===== src/sobel_edge_threshold_assert.svh =====
// Assertion macros for the sobel_edge_threshold block.
// Included by the RTL files that carry concurrent checks; depends on nothing.
`ifndef SOBEL_EDGE_THRESHOLD_ASSERT_SVH
`define SOBEL_EDGE_THRESHOLD_ASSERT_SVH

`ifndef SYNTHESIS
// check that is held off while reset is asserted
`define SET_ASSERT(lbl, clk, rst_n, prop, msg) \
    lbl: assert property (@(posedge clk) disable iff (!rst_n) (prop)) else $error(msg);
// check that holds at every edge, reset included
`define SET_ASSERT_ALW(lbl, clk, prop, msg) \
    lbl: assert property (@(posedge clk) (prop)) else $error(msg);
`else
`define SET_ASSERT(lbl, clk, rst_n, prop, msg)
`define SET_ASSERT_ALW(lbl, clk, prop, msg)
`endif

`endif


===== src/sobel_et_pkg.sv =====
// Shared constants and types of the Sobel edge threshold block.
// Used by the front, queue, back and top-level files; depends on nothing.
package sobel_et_pkg;

    localparam int PIX_W        = 8;
    localparam int DIM_W        = 12;
    localparam int THR_W        = 11;
    localparam int KSIZE        = 3;
    localparam int MAX_WIDTH    = 2048;
    localparam int HEIGHT_LIMIT = 2048;
    localparam int COL_W        = $clog2(MAX_WIDTH);
    localparam int ROW_W        = $clog2(HEIGHT_LIMIT);
    // common width for counter against geometry compares
    localparam int GW           = ((COL_W > DIM_W) ? COL_W : DIM_W) + 1;
    localparam int SUM_W        = PIX_W + 2;
    localparam int SQ_W         = 2 * SUM_W;
    localparam int THR_SQ_W     = 2 * THR_W;
    localparam int Q_DEPTH      = 4;
    localparam int QCNT_W       = $clog2(Q_DEPTH + 1);
    localparam int QPTR_W       = $clog2(Q_DEPTH);
    localparam logic [PIX_W-1:0] EDGE_ON = {PIX_W{1'b1}};

    typedef struct packed {
        logic [DIM_W-1:0] width;
        logic [DIM_W-1:0] height;
    } t_geom;

    // one window ready for the gradient pipeline
    typedef struct packed {
        logic [KSIZE-1:0][KSIZE-1:0][PIX_W-1:0] pix;
        logic                                   mirror_l;
        logic                                   mirror_r;
        logic                                   top_refl;
        logic                                   frame_end;
    } t_job;

    typedef struct packed {
        logic valid;
        t_job job;
    } t_push;

    typedef struct packed {
        logic [QCNT_W-1:0] count;
    } t_q_stat;

endpackage


===== src/sobel_et_back.sv =====
// Back end: reflection, Sobel gradients, squared magnitude and threshold compare.
// Depends on sobel_et_pkg.
module sobel_et_back (
    input  logic                           i_clk,
    input  logic                           i_rst_n,
    input  logic                           i_q_valid,
    input  sobel_et_pkg::t_job             i_job,
    output logic                           o_pop,
    input  logic [sobel_et_pkg::THR_W-1:0] i_threshold,
    output logic                           o_valid,
    input  logic                           i_ready,
    output logic [sobel_et_pkg::PIX_W-1:0] o_edge,
    output logic                           o_frame_end
);
    import sobel_et_pkg::*;

    logic [KSIZE-1:0][KSIZE-1:0][PIX_W-1:0] p;
    logic [SUM_W-1:0]    gx_pos, gx_neg, gy_pos, gy_neg, n_abs_x, n_abs_y;
    logic                r_s1_valid, r_s1_last, r_s2_valid, r_s2_last;
    logic [SUM_W-1:0]    r_abs_x, r_abs_y;
    logic [SQ_W-1:0]     r_sq_x, r_sq_y;
    logic [SQ_W:0]       mag;
    logic [THR_SQ_W-1:0] r_thr_sq;
    logic                r_o_valid, r_o_last;
    logic [PIX_W-1:0]    r_o_edge;
    logic                rdy1, rdy2, rdy_o;

    assign rdy_o = !r_o_valid || i_ready;
    assign rdy2  = !r_s2_valid || rdy_o;
    assign rdy1  = !r_s1_valid || rdy2;
    assign o_pop = rdy1;

    always_comb begin
        p = i_job.pix;
        for (int r = 0; r < KSIZE; r++) begin
            if (i_job.mirror_l) begin
                p[r][0] = p[r][2];
            end
            if (i_job.mirror_r) begin
                p[r][2] = p[r][0];
            end
        end
        // first row of the frame: row above reflects to the row below
        if (i_job.top_refl) begin
            p[0] = p[2];
        end
        gx_pos = SUM_W'(p[0][2]) + {1'b0, p[1][2], 1'b0} + SUM_W'(p[2][2]);
        gx_neg = SUM_W'(p[0][0]) + {1'b0, p[1][0], 1'b0} + SUM_W'(p[2][0]);
        gy_pos = SUM_W'(p[2][0]) + {1'b0, p[2][1], 1'b0} + SUM_W'(p[2][2]);
        gy_neg = SUM_W'(p[0][0]) + {1'b0, p[0][1], 1'b0} + SUM_W'(p[0][2]);
        n_abs_x = (gx_pos >= gx_neg) ? gx_pos - gx_neg : gx_neg - gx_pos;
        n_abs_y = (gy_pos >= gy_neg) ? gy_pos - gy_neg : gy_neg - gy_pos;
    end

    assign mag = {1'b0, r_sq_x} + {1'b0, r_sq_y};

    always_ff @(posedge i_clk) begin
        r_thr_sq <= THR_SQ_W'(i_threshold) * THR_SQ_W'(i_threshold);
    end

    always_ff @(posedge i_clk) begin
        if (!i_rst_n) begin
            r_s1_valid <= 1'b0;
            r_s2_valid <= 1'b0;
            r_o_valid  <= 1'b0;
        end else begin
            if (rdy1) begin
                r_s1_valid <= i_q_valid;
                r_abs_x    <= n_abs_x;
                r_abs_y    <= n_abs_y;
                r_s1_last  <= i_job.frame_end;
            end
            if (rdy2) begin
                r_s2_valid <= r_s1_valid;
                r_sq_x     <= SQ_W'(r_abs_x) * SQ_W'(r_abs_x);
                r_sq_y     <= SQ_W'(r_abs_y) * SQ_W'(r_abs_y);
                r_s2_last  <= r_s1_last;
            end
            if (rdy_o) begin
                r_o_valid <= r_s2_valid;
                r_o_edge  <= (THR_SQ_W'(mag) > r_thr_sq) ? EDGE_ON : '0;
                r_o_last  <= r_s2_last;
            end
        end
    end

    assign o_valid     = r_o_valid;
    assign o_edge      = r_o_edge;
    assign o_frame_end = r_o_last;

endmodule


===== config.mk =====
export PLATFORM = sky130hd
export DESIGN_NAME = sobel_et_back
export DESIGN_NICKNAME = d
export VERILOG_FILES = /design/src/sobel_edge_threshold_assert.svh /design/src/sobel_et_pkg.sv /design/src/sobel_et_back.sv
export SDC_FILE = /design/constraint.sdc
export NUM_CORES = 1
export LEC_CHECK = 0
export BUFFER_PORTS_ARGS = -buffer_cell sky130_fd_sc_hd__buf_2
export CAP_MARGIN = 20
export CORE_MARGIN = 2
export CORE_UTILIZATION = 55
export CTS_BUF_LIST = sky130_fd_sc_hd__clkbuf_8
export DETAILED_ROUTE_END_ITERATION = 16
export HOLD_SLACK_MARGIN = 0.06
export PLACE_DENSITY_LB_ADDON = 0.08
export SKIP_CTS_REPAIR_TIMING = 1
export SYNTH_ARGS = -nofsm -noshare
export SYNTH_HDL_FRONTEND = slang
export SYNTH_SLANG_ARGS = --single-unit
export TNS_END_PERCENT = 5

===== constraint.sdc =====
create_clock -name i_clk -period 8.58 [get_ports i_clk]
set_clock_uncertainty 0.05 [all_clocks]
set_input_delay 0.858 -clock i_clk [delete_from_list [all_inputs] [get_ports i_clk]]
set_output_delay 0.858 -clock i_clk [all_outputs]
set_load 0.005 [all_outputs]

* Yosys cells after proc, flatten, opt, wreduce, memory -nomap -nowiden
Index checks and enable logic that the tools add are counted.
Widths: inputs -> output; s select.
** Operators by class
- Muxes and demuxes :: 10
- $lt $le $gt $ge :: 3
- Add/subtract/negate cells :: 13
- Multipliers :: 3
- Reductions and logical operators :: 9
** Operator list (count)
- $mux 8 :: 7
- $add 10x8->10 :: 4
- $add 8x9->10 :: 4
- $mul 10x10->20 :: 2
- $sub 10x10->10 :: 4
- $mux 24 :: 1
- $gt 21x22->1 :: 1
- $mul 11x11->22 :: 1
- $add 20x20->21 :: 1
- $ge 10x10->1 :: 2
- $mux 10 :: 2
- $reduce_and 2->1 :: 3
- $logic_not 1->1 :: 3
- $logic_or 1x1->1 :: 3
** Storage, ports and cells
- Word-level logic and storage cells :: 50
- Register bits after elaboration :: 96
- Input port bits :: 91
- Output and inout port bits :: 11

* Depth between registers and ports, before layout
- Depth after elaboration :: 7
- Depth in mapped cells :: 24
- Mapped depth without buffers :: 22

* Worst setup path after synthesis
No wires, ideal clock.
- Path type :: input to register
- From :: input i_job[3] (netlist name)
- To :: register r_abs_y[7] (data pin)
- Buffers on the path :: 4
- Slack :: 2.695 ns
- Library setup time :: 0.263 ns
- Arrival :: 5.572 ns
- Cell stages on the path :: 23
- Cell sequence :: clkbuf_1 buf_1 buf_2 mux2i_1 o21ai_0 fa_1 ha_1 fa_1 a21oi_1 nor2_1 nor2_1 o21bai_1 a21oi_1 xnor2_1 ha_1 and3_1 nand2_1 a31oi_2 o41ai_4 buf_6 o211ai_2 o32ai_1 xnor2_1
** On the way
- Word-level cells in the longest chain between the ends :: 6
** Ends and longest elaborated chain
- start, declared :: RTL line sobel_et_back.sv:7 : input sobel_et_pkg::t_job i_job,
- $mux 8 :: RTL line sobel_et_back.sv:36 : if (i_job.mirror_l) begin
- $mux 24 / $mux 8 (equally long branches) :: RTL line sobel_et_back.sv:44, sobel_et_back.sv:39
- $add 8x9->10 / $mux 24 (equally long branches) :: RTL line sobel_et_back.sv:50, sobel_et_back.sv:44
- $add 10x8->10 :: RTL line sobel_et_back.sv:50 : gy_neg = SUM_W'(p[0][0]) + {1'b0, p[0][1], 1'b0} + SUM_W'(p[0][2]);
- $sub 10x10->10 / $ge 10x10->1 (equally long branches) :: RTL line sobel_et_back.sv:52 : n_abs_y = (gy_pos >= gy_neg) ? gy_pos - gy_neg : gy_neg - gy_pos;
- $mux 10 * :: RTL line sobel_et_back.sv:52
- via n_abs_y[7] :: RTL line sobel_et_back.sv:18 : logic [SUM_W-1:0] gx_pos, gx_neg, gy_pos, gy_neg, n_abs_x, n_abs_y;
- end signal, assigned :: RTL line sobel_et_back.sv:70 : r_abs_y <= n_abs_y;
- end, declared :: RTL line sobel_et_back.sv:20 : logic [SUM_W-1:0] r_abs_x, r_abs_y;
Mark *: on every way through the listed nets, which the timed path passes. The rest lies on a longest branch.
A chain may end at the register's enable or synchronous reset.

* Worst setup path in the final report
- From :: input i_job[3] (netlist name)
- To :: register r_abs_y[9] (data pin)
Same word-level chain as after synthesis.

==> summary.txt <==
GRT
  • Global Route Usage Sum: 0.219
  • Global-route wire length before repair: 56.7 mm
  • Overflow after GRT: 0
  • Largest net degree at the start of global routing: 41
  • Vias in the first global route: 12279
  • Initial antenna violation count: 0

Synth
  • Primary FF master, synth: edfxtp_1
  • Post-synthesis cell type count: 72
  • Top-area cell type share of the netlist area: 0.230
  • Net Count, Synth: 2346
  • Ys Warns: 0
  • Synth cell count leaders: 343 x inv_1, 262 x ha_1, 192 x fa_1
  • Post-synth ARST share: 0
  • Top-count cell post-synth: inv_1
  • Syn avg cell area: 9.27 um^2
  • Mapped Cells: 1801
  • Synth area leader: fa_1
  • Synth Register Bits: 86
  • Area contributors post-synth: fa_1 23%, ha_1 20%, edfxtp_1 11%
  • Post-Synthesis Cell Area: 16700 um^2
  • Post-synth EDFFs: 62
  • Seq/Total Area, Yosys: 0.140

Critical path
  • Worst Path Required: 8.65 ns
  • CP startpoint kind: input port
  • Critical Path Fanout Max: 25
  • CP Class: input port to register
  • Crit path DAT: 6.60 ns
  • Critical path endpoint category: register

Timing
  • Max-slew violation count: 0
  • Slew @ Worst Pin: 1.07 ns
  • Peak Freq: 153 MHz
  • WHS: 0.405 ns
  • Tmin final: 6.53 ns
  • Setup TNS: 0 ns
  • RSZ-0062 raised after global routing: false
  • Final Hold Viols: 0
  • Crit share post-route: 0.761
  • Final setup fails: 0
  • Max-slew headroom: 0.282

Floorplanning
  • Initial Util: 0.561
  • Die Span Y: 178 um
  • Die Footprint: 31800 um^2
  • Die width: 178 um
  • Row count: 63
  • Num ports: 102
  • Core area: 29800 um^2

Routing
  • Total wire length: 32.5 mm
  • Vias: 12053
  • DRT iter0 DRCs: 644
  • Pre-Repair DR Iteration Count: 5
  • Per-cell routed wire length: 14.5 um
  • Drt via density: 5.37
  • DRC: 0
  • DRT antenna net count: 0

CTS
  • CTS Buf Count: 9
  • Insertion delay to the later sink of the worst-skew pair: 0.38 ns
  • CTS Root Cell: clkbuf_8
  • H-tree level count: 3
  • CTS Sinks: 86
  • CTS tree: done
  • Clock Path Buffers: 2
  • CTS clk-pin slew, worst paths: 0.11 ns

Run status
  • Status: finished, final reports clean

Layout
  • Reg area: 2340 um^2
  • Share of cells above drive strength 1: 0.0900
  • ANT cells: 0
  • Area growth syn-to-layout: 5.61%
  • Area occupied by multi-input gates: 12800 um^2
  • Fin nets: 2396
  • Final core utilization: 0.592
  • Filler cell count: 2692

Placed design
  • GPL Wtd Cong: 0.824
  • I/O Buffers: 93
  • Hpwl dp: 27.7 mm

Job
  • Maxcap violations: 0

Worst hold path
  • Worst hold path class: register to register
layout by cell type (no fill, tap or decap), types with 6 or more instances in the layout:
cell	netlist	routed
mux2i_1	36	36
o21bai_1	15	15
xor2_1	34	34
fa_1	192	192
a21o_1	56	56
buf_2	4	93
dfxtp_1	24	24
nand2b_1	11	11
a21oi_1	86	86
edfxtp_1	62	62
inv_1	343	343
clkbuf_8	0	9
o21ai_0	57	57
o21a_1	19	19
mux2_2	38	38
nor2b_1	33	33
and2_1	80	80
nand4_1	9	9
a31oi_1	6	6
nand2_1	122	122
nor3_1	19	19
xnor2_1	79	79
and3_1	10	10
nor2_1	57	57
nand3_1	16	16
ha_1	262	262
cell type report:
class,count,area share
Multi-Input combinational cell,1316,0.727
Sequential cell,86,0.133
Inverter,343,0.0730
Timing Repair Buffer,95,0.0284
Tap cell,390,0.0277
Clock buffer,9,0.00702
Clock inverter,7,0.00397
flip-flops by register name, indices dropped and copies added, names as in the netlist:
register and cells:
r_s2_valid 1, r_s1_last 1, r_abs_x 10, o_valid 1
r_thr_sq 21, o_edge 1, r_sq_y 19, r_sq_x 19
r_abs_y 10, r_s1_valid 1, o_frame_end 1, r_s2_last 1
per-stage QoR:
stage	cells	setup WS, ns	instance area, um^2
global placement	2229	1.74	17400
detailed placement	2229	1.75	17400
floorplan	1801	2.69	16700
CTS	2245	2.16	17600
finish	2246	2.05	17600
global route	2246	1.68	17600
logic make-up (layout without fill, tap and decap cells):
kind of cell             after synthesis  after routing  synth area share
adder cells (fa/ha/maj)              454            454             0.426
buffers and inverters                399            454            0.0924
AND/OR/NAND/NOR                      374            374             0.113
multiplexers                          74             74            0.0472
XOR/XNOR                             113            113            0.0593
AO/OA/AOI/OAI                        301            301             0.122
flip-flops                            86             86             0.140
layer usage:
| layer | GRT usage | wire (um) | up-vias |
|---|---|---|---|
| met2 | 0.366 | 15100 | 154 |
| met4 | 0.0346 | 267 | 0 |
| met5 | 0 | 0 | - |
| met3 | 0.0239 | 881 | 19 |
| met1 | 0.313 | 16300 | 5876 |
| li1 | - | - | 6004 |
final timing paths:
check             start          end  slack (ns)  depth (start not counted)
min reg2reg   r_s2_last  o_frame_end        0.40                          0
min           r_s2_last  o_frame_end        0.40                          0
max            i_job[3]   r_abs_y[9]        2.05                         22
max reg2reg  r_abs_x[7]   r_sq_x[17]        3.04                         15
critical path: stages:
cell and delay (ns):
buf_2 0.51, nand2b_1 0.61, mux2i_1 0.26, o21a_1 0.18, inv_1 0.07, fa_1 0.43, ha_1 0.24, fa_1 0.41
a21oi_1 0.19, nor2_1 0.05, nor2_1 0.14, o21bai_1 0.08, a21oi_1 0.22, xnor2_1 0.25, ha_1 0.38, and3_1 0.23
nand2_1 0.09, a31oi_2 0.05, o41ai_4 0.81, o211ai_1 0.18, o32ai_1 0.20, xnor2_1 0.14
Power is not shown: default switching activity piles up to over one toggle a cycle in this logic, so the estimate is an artifact.
