$ cat src/sobel_edge_threshold_assert.svh
// Assertion macros for the sobel_edge_threshold block.
// Included by the RTL files that carry concurrent checks; depends on nothing.
`ifndef SOBEL_EDGE_THRESHOLD_ASSERT_SVH
`define SOBEL_EDGE_THRESHOLD_ASSERT_SVH

`ifndef SYNTHESIS
// check that is held off while reset is asserted
`define SET_ASSERT(lbl, clk, rst_n, prop, msg) \
    lbl: assert property (@(posedge clk) disable iff (!rst_n) (prop)) else $error(msg);
// check that holds at every edge, reset included
`define SET_ASSERT_ALW(lbl, clk, prop, msg) \
    lbl: assert property (@(posedge clk) (prop)) else $error(msg);
`else
`define SET_ASSERT(lbl, clk, rst_n, prop, msg)
`define SET_ASSERT_ALW(lbl, clk, prop, msg)
`endif

`endif

$ cat src/sobel_et_pkg.sv
// Shared constants and types of the Sobel edge threshold block.
// Used by the front, queue, back and top-level files; depends on nothing.
package sobel_et_pkg;

    localparam int PIX_W        = 8;
    localparam int DIM_W        = 12;
    localparam int THR_W        = 11;
    localparam int KSIZE        = 3;
    localparam int MAX_WIDTH    = 2048;
    localparam int HEIGHT_LIMIT = 2048;
    localparam int COL_W        = $clog2(MAX_WIDTH);
    localparam int ROW_W        = $clog2(HEIGHT_LIMIT);
    // common width for counter against geometry compares
    localparam int GW           = ((COL_W > DIM_W) ? COL_W : DIM_W) + 1;
    localparam int SUM_W        = PIX_W + 2;
    localparam int SQ_W         = 2 * SUM_W;
    localparam int THR_SQ_W     = 2 * THR_W;
    localparam int Q_DEPTH      = 4;
    localparam int QCNT_W       = $clog2(Q_DEPTH + 1);
    localparam int QPTR_W       = $clog2(Q_DEPTH);
    localparam logic [PIX_W-1:0] EDGE_ON = {PIX_W{1'b1}};

    typedef struct packed {
        logic [DIM_W-1:0] width;
        logic [DIM_W-1:0] height;
    } t_geom;

    // one window ready for the gradient pipeline
    typedef struct packed {
        logic [KSIZE-1:0][KSIZE-1:0][PIX_W-1:0] pix;
        logic                                   mirror_l;
        logic                                   mirror_r;
        logic                                   top_refl;
        logic                                   frame_end;
    } t_job;

    typedef struct packed {
        logic valid;
        t_job job;
    } t_push;

    typedef struct packed {
        logic [QCNT_W-1:0] count;
    } t_q_stat;

endpackage

$ cat src/sobel_et_queue.sv
// Short FIFO of windows between the front end and the gradient pipeline.
// Depends on sobel_et_pkg and the assertion macro header.
`include "sobel_edge_threshold_assert.svh"

module sobel_et_queue (
    input  logic                  i_clk,
    input  logic                  i_rst_n,
    input  sobel_et_pkg::t_push   i_push,
    output sobel_et_pkg::t_q_stat o_stat,
    output logic                  o_valid,
    output sobel_et_pkg::t_job    o_head,
    input  logic                  i_pop
);
    import sobel_et_pkg::*;

    t_job              r_mem [Q_DEPTH];
    logic [QPTR_W-1:0] r_wr_ptr, n_wr_ptr, r_rd_ptr, n_rd_ptr;
    logic [QCNT_W-1:0] r_count, n_count;
    logic              pop;

    assign o_valid      = (r_count != '0);
    assign o_head       = r_mem[r_rd_ptr];
    assign o_stat.count = r_count;
    assign pop          = o_valid && i_pop;

    always_comb begin
        n_wr_ptr = r_wr_ptr;
        n_rd_ptr = r_rd_ptr;
        n_count  = r_count;
        if (i_push.valid) begin
            n_wr_ptr = (r_wr_ptr == QPTR_W'(Q_DEPTH - 1)) ? '0 : r_wr_ptr + QPTR_W'(1);
        end
        if (pop) begin
            n_rd_ptr = (r_rd_ptr == QPTR_W'(Q_DEPTH - 1)) ? '0 : r_rd_ptr + QPTR_W'(1);
        end
        if (i_push.valid && !pop) begin
            n_count = r_count + QCNT_W'(1);
        end else if (!i_push.valid && pop) begin
            n_count = r_count - QCNT_W'(1);
        end
    end

    always_ff @(posedge i_clk) begin
        if (i_push.valid) begin
            r_mem[r_wr_ptr] <= i_push.job;
        end
    end

    always_ff @(posedge i_clk) begin
        if (!i_rst_n) begin
            r_wr_ptr <= '0;
            r_rd_ptr <= '0;
            r_count  <= '0;
        end else begin
            r_wr_ptr <= n_wr_ptr;
            r_rd_ptr <= n_rd_ptr;
            r_count  <= n_count;
        end
    end

    `SET_ASSERT(a_no_overflow, i_clk, i_rst_n, !(i_push.valid && (r_count == QCNT_W'(Q_DEPTH))), "window pushed into full queue")
    `SET_ASSERT(a_count_range, i_clk, i_rst_n, r_count <= QCNT_W'(Q_DEPTH), "queue count beyond depth")
    `SET_ASSERT(a_head_hold, i_clk, i_rst_n, (o_valid && !i_pop) |=> $stable(o_head), "queue head changed while waiting")

endmodule

$ cat config.mk
export PLATFORM = sky130hd
export DESIGN_NAME = sobel_et_queue
export DESIGN_NICKNAME = d
export VERILOG_FILES = /design/src/sobel_et_pkg.sv /design/src/sobel_et_queue.sv
export VERILOG_INCLUDE_DIRS = /design/src /design/src/src
export SDC_FILE = /design/constraint.sdc
export NUM_CORES = 1
export LEC_CHECK = 0
export ABC_CLOCK_PERIOD_IN_PS = 3300
export BUFFER_PORTS_ARGS = -buffer_cell sky130_fd_sc_hd__clkbuf_2
export CAP_MARGIN = 30
export CELL_PAD_IN_SITES_DETAIL_PLACEMENT = 0
export CELL_PAD_IN_SITES_GLOBAL_PLACEMENT = 1
export CORE_MARGIN = 4
export CORE_UTILIZATION = 50
export CTS_BUF_LIST = sky130_fd_sc_hd__clkbuf_4
export DETAILED_ROUTE_END_ITERATION = 10
export GPL_ROUTABILITY_DRIVEN = 0
export PLACE_DENSITY_LB_ADDON = 0.15
export SLEW_MARGIN = 5
export SYNTH_ARGS = -nofsm -noshare
export SYNTH_HDL_FRONTEND = slang
export SYNTH_SLANG_ARGS = --single-unit
$ cat constraint.sdc
create_clock -name i_clk -period 3.3 [get_ports i_clk]
set_input_delay 0.495 -clock i_clk [delete_from_list [all_inputs] [get_ports i_clk]]
set_output_delay 0.495 -clock i_clk [all_outputs]
set_load 0.02 [all_outputs]
# Yosys cells after proc, flatten, opt, wreduce, memory -nomap -nowiden
# Memories as Yosys holds them, arrays and structs flattened. A register that Yosys moved wholly into a read port is not among the register bits.
# Cells that the tools add are included.
# totals
in_bits,80
ram_bits,304
elab_cells,25
mem_count,1
output_inout_bits,80
register_bits,7
# classes
reduce_logical,7
n_eq_ne,2
muxes,8
addsub,4
# mem_list
name,words,word_bits,rd,rd_clocked_by_memory_dff,wr,line_no,source
r_mem,4,76,1,1,1,sobel_et_queue.sv:16,t_job r_mem [Q_DEPTH];
# ops
operator,n
2-bit two-way mux,4
3-bit two-way mux,2
"2-bit by 1-bit adder with 2-bit output, second input constant",2
"2-bit == test, second input constant",2
"3-bit by 1-bit adder with 3-bit output, second input constant",1
1-bit logical AND,3
3-bit nonzero test,1
"3-bit by 1-bit subtractor with 3-bit output, second input constant",1
1-bit logical NOT,2
1-bit two-way mux,2
2-bit nonzero test,1

# Logic depth before layout (Yosys ltp)
# Gate-level depths: netlist of run 1.
# depth
word_depth,5
ltp_mapped,7
ltp_nobuf,7

# Worst setup path before layout of run 1
# No wires, ideal clock.
# synth_timing
path_kind,register -> register
start,register r_wr_ptr[0]
end,"memory r_mem[3][0] (netlist bit), enable pin"
arrival_ns,2.322
required_ns,2.858
n_path_buf,0
setup_ns,0.442
setup_slack_ns,0.536
stages_incl_launch_ff,3
period_less_slack_ns,2.764
cell_sequence,dfxtp_1 ha_1 and2_1
# synth_rtl
element,line_no,source
from (decl),sobel_et_queue.sv:17,"logic [QPTR_W-1:0] r_wr_ptr, n_wr_ptr, r_rd_ptr, n_rd_ptr;"
from (signal assigned),sobel_et_queue.sv:55,r_wr_ptr <= n_wr_ptr;
to (decl),sobel_et_queue.sv:16,
# No word-level cell before the write port.

==> results of run 1 <==
[per-layer routing]
metal | vias up | share of wire
met1 | 2744 | 0.41
met4 | 0 | 0.018
met2 | 181 | 0.51
met3 | 27 | 0.067
met5 | - | 0
li1 | 2439 | -
[final timing paths]
| path | to | cells past startpoint |
|---|---|---|
| max | o_head[1] | 3 |
| min | r_mem[0][35] | 1 |
| max reg2reg | o_stat[2] | 7 |
| min reg2reg | flip-flop | 2 |
[sequential cells by signal, indices dropped and copies added, names as in the netlist, named ones only]
signal / count
o_stat: 3
r_mem: 304
r_rd_ptr: 2
r_wr_ptr: 2
[placed cells by master (no fill, tap or decap), types with 3 or more instances in the layout]
cell type	count
edfxtp_1	304
clkbuf_2	159
clkbuf_4	125
mux4_2	76
clkinv_1	10
dfxtp_1	7
buf_4	7
ha_1	6
dlygate4sd3_1	5
and2_4	4
buf_12	4
inv_1	3
mux2i_1	3
nor2b_1	3
o21ai_0	3
inv_2	3
bufinv_16	3
[power by group through the flow]
stage                     clock network [mW]  registers, mW  logic (mW)
after floorplan                            0           4.73        1.66
after global placement                     0           4.82        2.15
after detailed placement                   0           4.84        2.17
after CTS                               3.49           4.76        2.18
after global routing                    3.72           4.78        2.28
final                                   3.37           4.74        2.12
[cells by family (layout without fill, tap and decap cells)]
group	count (synthesis)	count (layout)
mux	79	79
flops	313	313
fa+ha+maj	7	7
xor+xnor	2	2
compound gates	5	5
buf+inv	20	320
other cells	0	2
simple gates	16	16
[synth_stat cells (2+ instances only)]
cell and count:
nand3_1 2, dfxtp_1 9, inv_1 3, o21ai_0 3
buf_2 5, buf_1 3, mux2i_1 3, buf_4 3
nand2_1 2, edfxtp_1 304, and2_1 5, or3_1 2
buf_12 5, nor2b_1 3, ha_1 6, mux4_2 76
nor2_1 2
[worst max-delay path, stage by stage, from the launching register on]
cell	delay, ns
dfxtp_4	0.68
buf_12	0.34
mux4_2	0.58
clkbuf_2	0.18
[per-stage QoR]
step                worst slack, ns  instance area [sq um]
global route                 0.1409                  13730
finish                       0.3698                  13730
CTS                          0.2082                  13710
detailed placement           0.8733                  12590
global placement             0.9486                  12590
floorplan                    0.5362                  11460
[cell type report]
class	instances	area, sq um	share of cell area
Antenna cell	2	5.005	0.0003645
Sequential cell	313	9316	0.6785
Timing Repair Buffer	175	978.4	0.07125
Clock inverter	17	143.9	0.01048
Inverter	3	11.26	0.0008200
Multi-Input combinational cell	109	1982	0.1443
Clock buffer	125	938.4	0.06834
Tap cell	285	356.6	0.02597
==> flow_summary.ini, run 1 <==
[clock_network]
path_clk_slew_ns = 0.06
cts_resized = 0
numCtsBuffers = 81
cts_buffer_depth = 3
clkLatencyLatePin_ns = 0.65
h-tree-depth = 3
hold_buffers = 3
cts_root_buffer = clkbuf_4
cts_tree = built
clock_sinks = 313
cts_setup_buffers = 0

[logic_synthesis]
synth_ff_type = edfxtp_1
syn_avg_cell_area_sq_um = 25.93
synth_top_family_by_area = multiplexers
synthArstFlopShare = 0
synth_edf_count = 304
yosysTopAreaCell = edfxtp_1
synth_top_area_frac = 0.7964
mappedNetlistArea_sq_um = 11460
synthMuxAreaShare = 0.1519
synth-seq-cells = 313
synth_compound_area_frac = 0.002620
synth_fp_nets = 529
yosys.area_share.adder = 0.008296
yosys_warnings = 0
synth_xor_area_frac = 0.001528
synthCells = 442
ys_seq_area_frac = 0.8121
synthDistinctLibCells = 23
netlist_top_cells_area = edfxtp_1, mux4_2, dfxtp_1, buf_12, ha_1
synth-simple-area-share = 0.007641

[sta]
rsz0062_at_grt = false
max_freq_ghz = 0.3413
slew_violations = 0
worst_pin_slew_ns = 0.7513
min_period_ns = 2.930
setup_viol = 0
slew_headroom = 0.4991
fin_skew_ns = 0.03241
hold_ws_ns = 0.07266
hold_viol = 0
fin_crit_sh = 0.8879
finalSetupTns_ns = 0

[detailed_routing]
vias = 5391
drc = 0
wirelength_um = 21080
dr.pass1.iters = 6
ant_nets = 0
wl_per_cell_um = 20.48
drtIter0Drc = 217
vias_per_cell = 5.239

[global_routing]
grt_pass1_wl_um = 33100
grt_pass1_vias = 6092
grt-ovfl-total = 0
antenna_found_initial = 2
gr-usage-met1 = 0.2118
grt_max_degree = 56
grt_busiest_layer = met2
grt_use_total = 0.1699
grt_util_met3 = 0.05824
grt.met2_usage = 0.2810

[placement]
dp_cells = 880
dp_hpwl_um = 12620
portBuffers = 159

[floorplanning]
ioPinCount = 160
die_w_um = 159.4
initial_core_util = 0.5078
core_area_sq_um = 22570
die_area_sq_um = 25410
row_count = 55
die_y_um = 159.4

[finish]
area_growth_pct = 19.80
fin_nets = 770
fill_cells = 1676
final_core_util = 0.6084
final_cells = 1029
drive_gt1_frac = 0.5175

[pwr]
clockPowerShare = 0.329
p_per_area_nw_per_um2 = 745.3
internal-power_mw = 7.480
combPwrFrac = 0.208
ir_worst_vdd_mv = 0.4141
power_switching_mw = 2.754
p_total_mw = 10.23
leakagePower_nw = 4.807
sequentialPowerShare = 0.464
netSwitchingFraction = 0.2691

[worst_hold_path]
hold_path.class = input pin to flip-flop
min_from = i_push[35]

[critical_path]
r2r_start = o_stat[0]
critPathKind = flip-flop to output port
critPathArrivalTime_ns = 2.44
cp-start-kind = flip-flop
ff2ff_setup_slack_ns = 0.91
worst_ep_required_time_ns = 2.80
end_kind = output port
cp_max_fo = 31

[run]
drv_cap = 0

[run_status]
status = finished, final reports clean
No activity file was read; power rests on OpenSTA's default activity.
==> inputs of run 2 (changes only) <==
--- a/config.mk
+++ b/config.mk
@@ -16,8 +16,9 @@
 export CTS_BUF_LIST = sky130_fd_sc_hd__clkbuf_4
 export DETAILED_ROUTE_END_ITERATION = 10
 export GPL_ROUTABILITY_DRIVEN = 0
+export MAX_ROUTING_LAYER = met4
 export PLACE_DENSITY_LB_ADDON = 0.15
-export SLEW_MARGIN = 5
+export SLEW_MARGIN = 10
 export SYNTH_ARGS = -nofsm -noshare
 export SYNTH_HDL_FRONTEND = slang
 export SYNTH_SLANG_ARGS = --single-unit
==> flow_summary.ini, run 2 (synthesis gave the netlist of run 1 again) <==
[critical_path]
critPathArrivalTime_ns = 2.44
cp_max_fo = 31
critPathKind = flip-flop to output port
rr_endpoint = o_stat[2]
cp-start-kind = flip-flop
endpoint = o_head[1]
reg2reg_depth = 7
ff2ff_setup_slack_ns = 0.93
worst_ep_required_time_ns = 2.80
end_kind = output port
r2r_start = o_stat[1]

[clock_network]
cts_resized = 0
cts_buffer_depth = 3
clock_sinks = 313
cts_setup_buffers = 0
numCtsBuffers = 81
path_clk_slew_ns = 0.06
h-tree-depth = 3
cts_tree = built
cts_root_buffer = clkbuf_4
clkLatencyLatePin_ns = 0.65

[floorplanning]
initial_core_util = 0.5078
ioPinCount = 160
row_count = 55
core_area_sq_um = 22570
die_w_um = 159.4
die_area_sq_um = 25410
die_y_um = 159.4

[detailed_routing]
vias = 5447
dr.pass1.iters = 4
vias_per_cell = 5.288
drc = 0
drtIter0Drc = 241
wirelength_um = 21150
ant_nets = 0
wl_per_cell_um = 20.53

[global_routing]
grt_max_degree = 56
grt_use_total = 0.1753
antenna_found_initial = 2
grt_pass1_vias = 6089
grt_pass1_wl_um = 33100
grt-ovfl-total = 0

[run_status]
status = finished, final reports clean

[finish]
fin_nets = 771
largest_reg_flops = 304
final_common_cell = edfxtp_1
mostFrequentLayoutCells = edfxtp_1, clkbuf_2, clkbuf_4
drive_gt1_frac = 0.5168
area_growth_pct = 19.89
regMostFlops = r_mem
final_cells = 1030

[sta]
worst_pin_slew_ns = 0.7572
finalSetupTns_ns = 0
hold_viol = 0
slew_violations = 0
fin_skew_ns = 0.02737
rsz0062_at_grt = false
min_period_ns = 2.940
max_freq_ghz = 0.3402
setup_viol = 0
slew_headroom = 0.4952
fin_crit_sh = 0.8908

[placement]
dp_cells = 880
portBuffers = 159
dp_hpwl_um = 12620

[pwr]
ir_worst_vdd_mv = 0.4150
p_per_area_nw_per_um2 = 745.1
leakagePower_nw = 4.811

[worst_hold_path]
hold_path.class = input pin to flip-flop

[run]
drv_cap = 0
==> run 2: cell types whose count changed in the layout (fill, tap and decap cells not counted) <==
cell,previous run,this run
dlygate4sd3_1,5,6
==> run 2: timing repair <==
item                       CTS  global route
hold endpoints to repair    10             7
setup endpoints to repair    0             0
hold buffers                 3             3
==> run 2: cell type report <==
class                           count  area [sq um]
Timing Repair Buffer              176         988.4
Tap cell                          285         356.6
Clock inverter                     17         143.9
Fill cell                        1675          8830
Sequential cell                   313          9316
Inverter                            3         11.26
Multi-Input combinational cell    109          1982
Clock buffer                      125         938.4
Antenna cell                        2         5.005
==> run 2: worst min-delay path by stage <==
stage          slack [ns]        start           end  cells after the start
2_1_floorplan        0.48  r_rd_ptr[1]     flip-flop                      2
3_3_place_gp         0.49  r_rd_ptr[0]     flip-flop                      2
3_5_place_dp         0.52  r_rd_ptr[1]     flip-flop                      2
4_1_cts           0.00009   i_push[33]  r_mem[3][33]                      1
5_1_grt            0.0001   i_push[30]  r_mem[2][30]                      1
6_report             0.07   i_push[30]  r_mem[1][30]                      1
==> run 2: critical path, stage by stage, from the launching register on <==
cell	delay (ns)
dfxtp_4	0.68
buf_12	0.34
mux4_2	0.58
clkbuf_2	0.18
==> run 2: report_power, final <==
group / internal (mW) / switching (mW) / leakage, nW
logic: 0.958 / 1.17 / 1.29
clock network: 1.95 / 1.42 / 0.650
registers: 4.57 / 0.169 / 2.87
total: 7.48 / 2.76 / 4.81
==> run 2: routing by layer <==
metal | vias to the layer above | wire length (um) | part of all wire | track usage
met5 | - | 0 | 0 | -
met3 | 29 | 1395 | 0.066 | 0.05643
met4 | 0 | 395 | 0.019 | 0.05996
met2 | 200 | 10750 | 0.51 | 0.2820
li1 | 2434 | - | - | -
met1 | 2784 | 8603 | 0.41 | 0.2127
==> run 2: per-stage QoR <==
step           utilization  total power, mW  instance area [sq um]  hold slack [ns]  setup slack [ns]
6_report            0.6088            10.24                  13740          0.06501            0.3604
2_1_floorplan            -            6.390                  11460           0.4785            0.5362
3_5_place_dp        0.5580            7.011                  12590           0.5168            0.8733
5_1_grt             0.6088            10.79                  13740        0.0001489            0.1409
4_1_cts             0.6073            10.43                  13710       0.00009143            0.2082
3_3_place_gp        0.5580            6.976                  12590           0.4934            0.9486
